**src/rtl/cwnd_pkg.sv**
```systemverilog
// ----------------------------------------------------------------------------
// cwnd_pkg
// Shared types and constants for the congestion window unit.
// ----------------------------------------------------------------------------
package cwnd_pkg;

  localparam int FRACTION_BITS_DEF = 8;

  localparam int PKT_W   = 7;
  localparam int THR_W   = 7;
  localparam int DUP_W   = 3;
  localparam int LIMIT_W = 3;
  localparam int FUNC_W  = 2;
  localparam int PHASE_W = 2;
  localparam int CFG_IDX_W  = 2;
  localparam int CFG_DATA_W = 7;

  localparam logic [PKT_W-1:0]   MAX_WINDOW_RST = 7'd20;
  localparam logic [THR_W-1:0]   INIT_THR_RST   = 7'd16;
  localparam logic [LIMIT_W-1:0] DUP_LIMIT_RST  = 3'd3;
  localparam logic [THR_W-1:0]   RECOVERY_BUMP  = 7'd3;

  localparam logic [FUNC_W-1:0] FUNC_NEW_ACK = 2'd0;
  localparam logic [FUNC_W-1:0] FUNC_DUP_ACK = 2'd1;
  localparam logic [FUNC_W-1:0] FUNC_TIMEOUT = 2'd2;

  localparam logic [PHASE_W-1:0] PH_SLOW_START = 2'd0;
  localparam logic [PHASE_W-1:0] PH_AVOID      = 2'd1;
  localparam logic [PHASE_W-1:0] PH_RECOVERY   = 2'd2;

  localparam logic [CFG_IDX_W-1:0] CFG_MAX_WINDOW   = 2'd0;
  localparam logic [CFG_IDX_W-1:0] CFG_INIT_THRESH  = 2'd1;
  localparam logic [CFG_IDX_W-1:0] CFG_DUP_LIMIT    = 2'd2;

  typedef enum logic [2:0] {
    S_IDLE,
    S_DECODE,
    S_DIV,
    S_ADD,
    S_CMP,
    S_CLAMP,
    S_OUT
  } seq_state_t;

  typedef struct packed {
    logic [PKT_W-1:0]   max_window;
    logic [LIMIT_W-1:0] dup_limit;
  } cwnd_cfg_t;

endpackage

```
**src/rtl/cwnd_alu.sv**
```systemverilog
// ----------------------------------------------------------------------------
// cwnd_alu
// Shared add / subtract unit with carry out (carry set on subtract means a >= b).
// ----------------------------------------------------------------------------
module cwnd_alu #(
  parameter int W = 18
) (
  input  logic [W-1:0] a,
  input  logic [W-1:0] b,
  input  logic         sub,
  output logic [W-1:0] res,
  output logic         co
);

  logic [W-1:0] b_op;

  always_comb begin
    b_op = sub ? ~b : b;
    {co, res} = {1'b0, a} + {1'b0, b_op} + {{W{1'b0}}, sub};
  end

endmodule

```
**src/rtl/cwnd_core.sv**
```systemverilog
// ----------------------------------------------------------------------------
// cwnd_core
// Event sequencer and window state; all wide arithmetic goes through one ALU.
// ----------------------------------------------------------------------------
module cwnd_core
  import cwnd_pkg::*;
#(
  parameter int FRACTION_BITS = FRACTION_BITS_DEF,
  localparam int WIN_W = PKT_W + FRACTION_BITS
) (
  input  logic                 clk,
  input  logic                 rst_n,
  input  cwnd_cfg_t            cfg,
  input  logic                 in_valid,
  output logic                 in_ready,
  input  logic [FUNC_W-1:0]    in_func,
  input  logic                 in_all_acked,
  input  logic                 out_stall,
  output logic                 done,
  output logic [WIN_W-1:0]     window,
  output logic [THR_W-1:0]     threshold,
  output logic [PHASE_W-1:0]   phase
);

  localparam int QW    = 2 * FRACTION_BITS + 1;
  localparam int ALU_W = ((WIN_W > QW) ? WIN_W : QW) + 1;
  localparam int CNT_W = $clog2(QW);
  localparam logic [ALU_W-1:0] ONE_W = {{(ALU_W-1){1'b0}}, 1'b1} << FRACTION_BITS;
  localparam logic [QW-1:0]    ONE_Q = {{(QW-1){1'b0}}, 1'b1} << FRACTION_BITS;
  localparam logic [CNT_W-1:0] CNT_LAST = CNT_W'(QW - 1);

  seq_state_t          state_r, state_nxt;
  logic [FUNC_W-1:0]   func_r, func_nxt;
  logic                acked_r, acked_nxt;
  logic [WIN_W-1:0]    window_r, window_nxt;
  logic [THR_W-1:0]    thr_r, thr_nxt;
  logic [DUP_W-1:0]    dup_r, dup_nxt;
  logic [PHASE_W-1:0]  phase_r, phase_nxt;
  logic [ALU_W-1:0]    work_r, work_nxt;
  logic [QW-1:0]       inc_r, inc_nxt;
  logic [WIN_W-1:0]    rem_r, rem_nxt;
  logic [CNT_W-1:0]    cnt_r, cnt_nxt;

  logic [ALU_W-1:0]    alu_a, alu_b, alu_res;
  logic                alu_sub, alu_co;

  logic [THR_W-1:0]    half_pkts;
  logic [THR_W-1:0]    recov_pkts;
  logic [DUP_W-1:0]    dup_inc;
  logic [ALU_W-1:0]    thr_fx;
  logic [ALU_W-1:0]    limit_fx;

  cwnd_alu #(.W(ALU_W)) u_alu (
    .a   (alu_a),
    .b   (alu_b),
    .sub (alu_sub),
    .res (alu_res),
    .co  (alu_co)
  );

  assign half_pkts  = {1'b0, window_r[WIN_W-1:FRACTION_BITS+1]};
  assign recov_pkts = half_pkts + RECOVERY_BUMP;
  assign dup_inc    = (dup_r == {DUP_W{1'b1}}) ? dup_r : dup_r + 1'b1;
  assign thr_fx     = ALU_W'({thr_r, {FRACTION_BITS{1'b0}}});
  assign limit_fx   = ALU_W'({cfg.max_window, {FRACTION_BITS{1'b0}}});

  always_ff @(posedge clk) begin
    if (!rst_n) begin
      state_r  <= S_IDLE;
      window_r <= WIN_W'(ONE_W);
      thr_r    <= INIT_THR_RST;
      dup_r    <= '0;
      phase_r  <= PH_SLOW_START;
    end else begin
      state_r  <= state_nxt;
      window_r <= window_nxt;
      thr_r    <= thr_nxt;
      dup_r    <= dup_nxt;
      phase_r  <= phase_nxt;
    end
  end

  always_ff @(posedge clk) begin
    func_r  <= func_nxt;
    acked_r <= acked_nxt;
    work_r  <= work_nxt;
    inc_r   <= inc_nxt;
    rem_r   <= rem_nxt;
    cnt_r   <= cnt_nxt;
  end

  always_comb begin
    state_nxt  = state_r;
    func_nxt   = func_r;
    acked_nxt  = acked_r;
    window_nxt = window_r;
    thr_nxt    = thr_r;
    dup_nxt    = dup_r;
    phase_nxt  = phase_r;
    work_nxt   = work_r;
    inc_nxt    = inc_r;
    rem_nxt    = rem_r;
    cnt_nxt    = cnt_r;
    alu_a      = work_r;
    alu_b      = ALU_W'(inc_r);
    alu_sub    = 1'b0;
    in_ready   = 1'b0;
    done       = 1'b0;

    case (state_r)
      S_IDLE: begin
        in_ready = 1'b1;
        if (in_valid) begin
          func_nxt  = in_func;
          acked_nxt = in_all_acked;
          state_nxt = S_DECODE;
        end
      end

      S_DECODE: begin
        work_nxt = ALU_W'(window_r);
        inc_nxt  = ONE_Q;
        rem_nxt  = '0;
        cnt_nxt  = '0;
        case (func_r)
          FUNC_NEW_ACK: begin
            dup_nxt = '0;
            case (phase_r)
              PH_SLOW_START: state_nxt = S_ADD;
              PH_AVOID: begin
                state_nxt = (window_r == '0) ? S_ADD : S_DIV;
              end
              default: begin
                if (acked_r) begin
                  work_nxt  = thr_fx;
                  phase_nxt = PH_AVOID;
                  state_nxt = S_CLAMP;
                end else begin
                  state_nxt = S_ADD;
                end
              end
            endcase
          end
          FUNC_DUP_ACK: begin
            if (phase_r == PH_RECOVERY) begin
              state_nxt = S_ADD;
            end else begin
              dup_nxt   = dup_inc;
              state_nxt = S_CLAMP;
              if (dup_inc == cfg.dup_limit) begin
                thr_nxt   = half_pkts;
                work_nxt  = ALU_W'({recov_pkts, {FRACTION_BITS{1'b0}}});
                phase_nxt = PH_RECOVERY;
              end
            end
          end
          FUNC_TIMEOUT: begin
            thr_nxt   = half_pkts;
            work_nxt  = ONE_W;
            dup_nxt   = '0;
            phase_nxt = PH_SLOW_START;
            state_nxt = S_CLAMP;
          end
          default: state_nxt = S_OUT;
        endcase
      end

      // restoring divide of ONE*ONE by the window, one quotient bit a cycle
      S_DIV: begin
        alu_a   = ALU_W'({rem_r, (cnt_r == '0)});
        alu_b   = ALU_W'(window_r);
        alu_sub = 1'b1;
        rem_nxt = alu_co ? alu_res[WIN_W-1:0] : alu_a[WIN_W-1:0];
        inc_nxt = {inc_r[QW-2:0], alu_co};
        cnt_nxt = cnt_r + 1'b1;
        if (cnt_r == CNT_LAST) begin
          state_nxt = S_ADD;
        end
      end

      S_ADD: begin
        work_nxt = alu_res;
        if (func_r == FUNC_NEW_ACK && phase_r == PH_SLOW_START) begin
          state_nxt = S_CMP;
        end else begin
          state_nxt = S_CLAMP;
        end
      end

      S_CMP: begin
        alu_b   = thr_fx;
        alu_sub = 1'b1;
        if (alu_co) begin
          phase_nxt = PH_AVOID;
        end
        state_nxt = S_CLAMP;
      end

      S_CLAMP: begin
        alu_a      = limit_fx;
        alu_b      = work_r;
        alu_sub    = 1'b1;
        window_nxt = alu_co ? work_r[WIN_W-1:0] : limit_fx[WIN_W-1:0];
        state_nxt  = S_OUT;
      end

      S_OUT: begin
        if (!out_stall) begin
          done      = 1'b1;
          state_nxt = S_IDLE;
        end
      end

      default: state_nxt = S_IDLE;
    endcase
  end

  assign window    = window_r;
  assign threshold = thr_r;
  assign phase     = phase_r;

endmodule

```
**src/rtl/tcp_reno_congestion_window_unit.sv**
```systemverilog
// ----------------------------------------------------------------------------
// tcp_reno_congestion_window_unit
// NewReno congestion window controller: one result per ACK / timeout event.
//
//   channel  direction  handshake             payload
//   in       input      in_valid / in_ready   in_func, in_all_acked
//   out      output     out_valid / out_ready window_fixed/whole, threshold, phase
//   cfg      input      cfg_we                cfg_index, cfg_wdata
//
// The avoidance increment is set by the bit-serial divider, one quotient bit
// a cycle through the shared ALU. Input is taken only while the sequencer is
// idle. A result waits in the output register; the sequencer holds its last
// step while that is full and out_ready is low. Reset is synchronous; the
// threshold resets to 16 and a write of the initial threshold register has
// no later effect.
// ----------------------------------------------------------------------------
module tcp_reno_congestion_window_unit
  import cwnd_pkg::*;
#(
  parameter int FRACTION_BITS = FRACTION_BITS_DEF
) (
  input  logic                             clk,
  input  logic                             rst_n,
  input  logic                             cfg_we,
  input  logic [CFG_IDX_W-1:0]             cfg_index,
  input  logic [CFG_DATA_W-1:0]            cfg_wdata,
  input  logic                             in_valid,
  output logic                             in_ready,
  input  logic [FUNC_W-1:0]                in_func,
  input  logic                             in_all_acked,
  output logic                             out_valid,
  input  logic                             out_ready,
  output logic [PKT_W+FRACTION_BITS-1:0]   out_window_fixed,
  output logic [PKT_W-1:0]                 out_window_whole,
  output logic [THR_W-1:0]                 out_threshold,
  output logic [PHASE_W-1:0]               out_phase
);

  localparam int WIN_W = PKT_W + FRACTION_BITS;

  cwnd_cfg_t           cfg_r, cfg_nxt;
  logic                out_valid_r, out_valid_nxt;
  logic [WIN_W-1:0]    win_out_r;
  logic [THR_W-1:0]    thr_out_r;
  logic [PHASE_W-1:0]  phase_out_r;

  logic                done;
  logic                out_stall;
  logic [WIN_W-1:0]    core_window;
  logic [THR_W-1:0]    core_thr;
  logic [PHASE_W-1:0]  core_phase;

  assign out_stall = out_valid_r & ~out_ready;

  cwnd_core #(.FRACTION_BITS(FRACTION_BITS)) u_core (
    .clk          (clk),
    .rst_n        (rst_n),
    .cfg          (cfg_r),
    .in_valid     (in_valid),
    .in_ready     (in_ready),
    .in_func      (in_func),
    .in_all_acked (in_all_acked),
    .out_stall    (out_stall),
    .done         (done),
    .window       (core_window),
    .threshold    (core_thr),
    .phase        (core_phase)
  );

  always_comb begin
    cfg_nxt = cfg_r;
    if (cfg_we) begin
      case (cfg_index)
        CFG_MAX_WINDOW:  cfg_nxt.max_window = cfg_wdata[PKT_W-1:0];
        CFG_INIT_THRESH: cfg_nxt = cfg_r;  // only the reset value is used
        CFG_DUP_LIMIT:   cfg_nxt.dup_limit  = cfg_wdata[LIMIT_W-1:0];
        default:         cfg_nxt = cfg_r;
      endcase
    end
  end

  always_comb begin
    out_valid_nxt = out_valid_r;
    if (done) begin
      out_valid_nxt = 1'b1;
    end else if (out_ready) begin
      out_valid_nxt = 1'b0;
    end
  end

  always_ff @(posedge clk) begin
    if (!rst_n) begin
      cfg_r.max_window <= MAX_WINDOW_RST;
      cfg_r.dup_limit  <= DUP_LIMIT_RST;
      out_valid_r      <= 1'b0;
    end else begin
      cfg_r       <= cfg_nxt;
      out_valid_r <= out_valid_nxt;
    end
  end

  always_ff @(posedge clk) begin
    if (done) begin
      win_out_r   <= core_window;
      thr_out_r   <= core_thr;
      phase_out_r <= core_phase;
    end
  end

  assign out_valid        = out_valid_r;
  assign out_window_fixed = win_out_r;
  assign out_window_whole = win_out_r[WIN_W-1:FRACTION_BITS];
  assign out_threshold    = thr_out_r;
  assign out_phase        = phase_out_r;

endmodule

```
**config.mk**
```make
export PLATFORM = sky130hd
export DESIGN_NAME = tcp_reno_congestion_window_unit
export DESIGN_NICKNAME = d
export VERILOG_FILES = /design/src/rtl/cwnd_pkg.sv /design/src/rtl/cwnd_alu.sv /design/src/rtl/cwnd_core.sv /design/src/rtl/tcp_reno_congestion_window_unit.sv
export SDC_FILE = /design/constraint.sdc
export NUM_CORES = 1
export LEC_CHECK = 0
export CORE_UTILIZATION = 35
export CTS_BUF_LIST = sky130_fd_sc_hd__clkbuf_16
export CTS_CLUSTER_SIZE = 24
export DETAILED_ROUTE_END_ITERATION = 8
export DONT_BUFFER_PORTS = 1
export GPL_ROUTABILITY_DRIVEN = 0
export PLACE_DENSITY = 0.49
export SYNTH_ARGS = -nofsm -noshare
export SYNTH_HDL_FRONTEND = slang
export SYNTH_SLANG_ARGS = --single-unit
```
**constraint.sdc**
```tcl
create_clock -name clk -period 3.6 [get_ports clk]
set_clock_uncertainty 0.1 [all_clocks]
set_input_delay 0.54 -clock clk [delete_from_list [all_inputs] [get_ports clk]]
set_output_delay 0.54 -clock clk [all_outputs]
set_load 0.005 [all_outputs]
```
### After elaboration in Yosys (flattened, before gate mapping)

Index checks and enable logic that the tools add are counted.

| operators by class | value |
|---|---|
| $add $sub $neg | 5 |
| multipliers | 0 |
| div/mod/pow operators | 0 |
| order comparisons | 0 |
| eq/ne operators | 25 |
| shift-type cells | 0 |
| multiplexer cells | 43 |
| bitwise logic cells | 3 |
| reductions and logical operators | 23 |

Operators with widths:

| cell | count |
|---|---|
| one-hot mux 18 bit (3 select lines) | 2 |
| one-hot mux 18 bit (2 select lines) | 2 |
| two-way mux 15 bit | 4 |
| two-way mux 18 bit | 3 |
| one-hot mux 17 bit (2 select lines) | 1 |
| one-hot mux 15 bit (2 select lines) | 1 |
| two-way mux 3 bit | 7 |
| one-hot mux 3 bit (7 select lines) | 1 |
| adder 18 x 18 -> 19 bit | 1 |
| adder 19 x 1 -> 19 bit | 1 |
| NOT 18 bit | 1 |
| zero test 15 bit | 1 |
| two-way mux 7 bit | 2 |
| one-hot mux 7 bit (2 select lines) | 1 |
| == test 3 bit, second input constant | 4 |
| one-hot mux 3 bit (2 select lines) | 2 |
| nonzero test 2 bit | 6 |
| two-way mux 2 bit | 5 |
| one-hot mux 5 bit (2 select lines) | 1 |
| one-hot mux 3 bit (3 select lines) | 1 |
| two-way mux 1 bit | 8 |
| adder 6 x 2 -> 7 bit, second input constant | 1 |
| AND reduction 7 bit | 1 |
| == test 2 bit, second input constant | 3 |
| other kinds (25) | 39 |

| storage, ports and cells | value |
|---|---|
| bits in registers | 123 |
| latch bits | 0 |
| RAM bits | 0 |
| bits in read-only memories | 0 |
| output and inout port bits | 33 |
| logic and storage cells | 116 |
| memories | 0 |

### Logic depth before layout (Yosys ltp)

| logic depth | value |
|---|---|
| word-level depth | 8 |
| depth in mapped cells | 17 |

### By module

From an unflattened synthesis, not the netlist that was laid out.

| unflattened totals | value |
|---|---|
| cell total of the unflattened synthesis | 757 |
| area, all modules | 7349.5 um^2 |

Modules (own cells, without submodules):

| module | instances | cells each | area each (um^2) |
|---|---|---|---|
| cwnd_core | 1 | 530 | 4997.3 |
| tcp_reno_congestion_window_unit | 1 | 78 | 1236.2 |
| cwnd_alu | 1 | 149 | 1116.1 |

### Worst setup path after synthesis

Ideal clock, no wire load.

| path | value |
|---|---|
| path type | register to register |
| start point | register u_core.state_r[0] |
| end point | register u_core.phase_r[0], in the netlist u_core.phase[0] |
| setup time | 0.122 ns |
| arrival | 3.478 ns |
| required time | 3.378 ns |
| slack | -0.100 ns |
| cell stages (with the launch flop) | 15 |
| buffers on the path | 3 |
| clock period less this slack | 3.700 ns |
| cell sequence | dfxtp_1 > buf_2 > nor2b_1 > and2_1 > clkbuf_1 > nor2_1 > a22o_1 > fa_1 > a21o_1 > a311o_1 > a311oi_2 > a21o_1 > buf_6 > nor4_2 > o311a_1 |

| on the way | value |
|---|---|
| cells in the longest elaborated chain, start to end | 8 |
| elaborated cells on any way between the ends | 21 |
| those cells by class | add/sub: 2; eq/ne: 10; mux: 5; bitwise: 1; reduce/logical: 3 |

Ends and longest elaborated chain:

| element | line | source |
|---|---|---|
| start: declaration | cwnd_core.sv:32 | `seq_state_t state_r, state_nxt;` |
| start signal: assignment | cwnd_core.sv:75 | `state_r <= state_nxt;` |
| == test 3 bit / == test 3 x 2 -> 1 bit (equally long branches) | cwnd_core.sv:110 | `case (state_r)` |
| one-hot mux 18 bit (3 select lines) / OR reduction 3 bit (equally long branches) | n/a |  |
| NOT 18 bit / two-way mux 1 bit (equally long branches) | cwnd_alu.sv:18, cwnd_core.sv:110 |  |
| two-way mux 18 bit | cwnd_alu.sv:18 | `b_op = sub ? ~b : b;` |
| adder 18 x 18 -> 19 bit | cwnd_alu.sv:19 | `{co, res} = {1'b0, a} + {1'b0, b_op} + {{W{1'b0}}, sub};` |
| adder 19 x 1 -> 19 bit | cwnd_alu.sv:19 |  |
| inequality test 2 x 1 -> 1 bit (no line) | n/a |  |
| AND reduction 7 bit (no line) | n/a |  |
| end signal: assignment | cwnd_core.sv:79 | `phase_r <= phase_nxt;` |
| end: declaration | cwnd_core.sv:38 | `logic [PHASE_W-1:0] phase_r, phase_nxt;` |

Parallel ways exist; a longest one is shown, timed or not.
A chain may end at the register's enable or synchronous reset.

### Worst setup path in the final report

| path | value |
|---|---|
| start point | register u_core.state_r[1] |
| end point | register u_core.phase_r[0], in the netlist u_core.phase[0] |

The elaborated chain is that of the path after synthesis.

==> flow_metrics.tcl <==
set metrics [dict create \
    path_buf_inv 6 \
    critPathKind "register to register" \
    ant_nets 0 \
    final_common_cell "nand2_1" \
    die_h_um 148 \
    timing.final.crit_share 0.975 \
    clockBufferDepth 2 \
    grt_pass1_vias 6218 \
    via_per_inst 5.79 \
    hold_viol_final 0 \
    status "complete, no violations" \
    critical-path-top-delay-family "compound AO/OA/AOI/OAI gates" \
    max_cap_viol_count 0 \
    num-fill-cells 2110 \
    worst_slew_pin_slew_ns 1.28 \
    nNetsFinal 915 \
    hold_ws_ns 0.0928 \
    start_util 0.356 \
    first_iter_violations 720 \
    placedInstanceArea_mm2 0.00816 \
    startpoint_type "register" \
    core_mm2 0.0210 \
    remaining_drc_errors 0 \
    synth_seq_cells 121 \
    reg2reg_slack_ns 0.09 \
    die_x_um 148 \
    power_density_mw_per_mm2 715 \
    vias 6712 \
    period_minus_slack_ns 3.51 \
    critPathRequiredTime_ns 3.81 \
    slowest_delay_ns 0.43 \
    crit_fanout 18 \
    setup-violations-final 0 \
    path_clk_slew_ns 0.06 \
    cts_sinks 121 \
    grt_antenna_before_repair 0 \
    grt_pass1_wl_um 36700 \
    critPathArrivalTime_ns 3.72 \
    peakVddDrop_mv 0.341 \
    htree_levels 4 \
    synth_warnings 0 \
    drive_gt1_frac 0.172 \
    port_buffers 0 \
    holdCritPathClass "input pin to register" \
    routed_wl_um 24200 \
    power_mw 6.33 \
    mostFrequentLayoutCells "nand2_1 (113), edfxtp_1 (81), buf_4 (79)" \
    row_count 53 \
    yosysSeqAreaShare 0.434 \
    track_usage 0.224 \
    synth-edff-count 81 \
    synth_fp_nets 870 \
    min_from "rst_n" \
    grt_max_degree 48 \
    async_flop_share 0 \
    finalNonFillerCells 1160 \
    regToRegStartpoint "u_core.state_r[1]" \
    io-pin-count 50 \
    critPathCaptureType "register" \
    path_cells "buf_6 > inv_1 > buf_4 > o21ai_0 > o21ai_0 > buf_4 > ha_1 > a21o_1 > a211o_1 > a311oi_2 > buf_4 > a21o_1 > buf_12 > nor4_2 > o311a_1" \
    fmax_ghz 0.285 \
    wire_per_inst_um 20.9 \
    cts_tree "done" \
    holdBufCountCts 0 \
    cp_slowest_cell "dfxtp_2" \
    max_slew_margin 0.143 \
    final_area_mm2 0.00886 \
    dr.pass1.iters 6 \
    multi_input_area_mm2 0.00388 \
    netlist_instances 827 \
    mappedNetlistArea_mm2 0.00745 \
    syn_to_final_growth_pct 18.8 \
    min_path_cells 1 \
    avgSynthCellArea_um2 9.01 \
    finalMaxSlewViolations 0 \
    ctsRootBufferMaster "clkbuf_16" \
    cts_made_buffers 17 \
    place_inst 1123 \
    synth_top_flop_cell "edfxtp_1" \
    grt_overflow 0 \
    rr_worst_depth 15 \
    setup_tns_ns 0 \
    reg2reg_to "u_core.phase[0]" \
    clkLatencyLatePin_ns 0.42 \
    hold_end "cfg_r[1]" \
    diodes 0 \
    crit_top_cell "buf_4" \
    seqCellArea_mm2 0.00324 \
    dieArea_mm2 0.0219 \
    ys_types 74 \
    dpl.hpwl_um 17900 \
    total_leakage_power_nw 3.38 \
]
[worst reg2reg max path, delay by kind of cell, from the launching register on]
kind / cells / cell delay [ns]
fa+ha+maj: 1 / 0.30
flops: 1 / 0.43
simple gates: 1 / 0.08
compound gates: 7 / 1.54
buf+inv: 6 / 0.96
[metrics by stage]
step | util | setup slack, ns
2_1_floorplan | - | 0.0276
3_3_place_gp | 0.389 | 0.0258
3_5_place_dp | 0.389 | -0.00699
4_1_cts | 0.418 | -0.0315
5_1_grt | 0.423 | -0.0134
6_report | 0.423 | 0.0911
[kinds of logic (layout without fill, tap and decap cells)]
group / Yosys count / after routing / synth area share
muxes: 28 / 28 / 0.0389
adders and majority gates: 26 / 26 / 0.0447
xor gates and xnor gates: 14 / 14 / 0.0165
DFF: 121 / 121 / 0.434
other: 1 / 1 / 0.000503
and+or+nand+nor: 291 / 291 / 0.183
AOI/OAI and AO/OA: 255 / 256 / 0.227
buffers and inverters: 91 / 148 / 0.0552
[cells in the mapped netlist, types with 3 or more instances]
cell,count,area (um^2)
dfxtp_1,40,801
nand3_1,27,135
a21o_1,4,30.0
a22o_1,12,105
xor2_1,3,26.3
o21ai_0,56,280
o41ai_1,3,26.3
edfxtp_1,81,2430
o21ai_1,4,20.0
buf_4,9,67.6
nand3b_1,4,30.0
o31ai_1,4,30.0
buf_2,7,35.0
a211o_1,3,26.3
nor2b_1,16,100
a21boi_0,13,97.6
nor4_1,4,25.0
xnor2_1,11,96.3
and3_1,16,100
mux2i_1,20,200
o21a_1,3,22.5
a211oi_1,9,67.6
nand2b_1,5,31.3
nor2_1,63,236
inv_1,30,113
o211ai_1,11,82.6
a22oi_1,3,22.5
nand2_1,113,424
o31a_1,3,26.3
buf_6,3,33.8
o22ai_1,5,31.3
a21oi_2,3,26.3
clkbuf_1,39,146
mux2_2,8,90.1
a221o_1,8,80.1
a221oi_1,5,43.8
ha_1,25,313
nor3_1,11,55.1
and2_1,9,56.3
a21oi_1,66,330
o2bb2ai_1,3,26.3
a31oi_1,14,87.6
nand4_1,10,62.6
[state kept, by name (all words and copies together) (netlist names), 3 cells and up]
register	count
u_core.work_r	18
u_core.inc_r	17
out_window_fixed	15
u_core.rem_r	15
u_core.window	15
cfg_r	10
out_threshold	6
u_core.threshold	6
u_core.cnt_r	5
u_core.dup_r	3
u_core.state_r	3
[worst max path at each step]
stage | endpoint | cells after the start | start
2_1_floorplan | u_core.phase[0] | 14 | u_core.state_r[0]
3_3_place_gp | u_core.rem_r[13] | 13 | u_core.state_r[0]
3_5_place_dp | u_core.rem_r[8] | 13 | u_core.cnt_r[1]
4_1_cts | u_core.rem_r[8] | 13 | u_core.cnt_r[1]
5_1_grt | u_core.phase[1] | 15 | u_core.state_r[0]
6_report | u_core.phase[0] | 15 | u_core.state_r[1]
[power by group]
| group | internal (mW) | switching, mW | total (mW) |
|---|---|---|---|
| Clock | 1.07 | 0.632 | 1.71 |
| Sequential | 1.67 | 0.131 | 1.81 |
| Combinational | 1.11 | 1.71 | 2.82 |
| Total | 3.86 | 2.47 | 6.33 |
[metal layers]
layer,GRT usage,part of all wire
met5,0,0
met4,0.0711,0.017
met2,0.338,0.45
met3,0.0361,0.070
met1,0.325,0.47
[area by class of cell]
type                    count  share of cell area
multi-input cells         616               0.438
flip-flops and latches    121               0.365
repair buffers             85              0.0776
clock buffers              17              0.0480
well taps                 275              0.0389
clock inverters            15              0.0182
inverters                  31              0.0137
[what timing repair did]
item                       4_1_cts  5_1_grt
setup endpoints to repair        6       39
gates cloned                     0        1
pin swaps                        0        5
resized for setup                3       20
buffers inserted                 0        4
No activity file was read; power rests on OpenSTA's default activity.
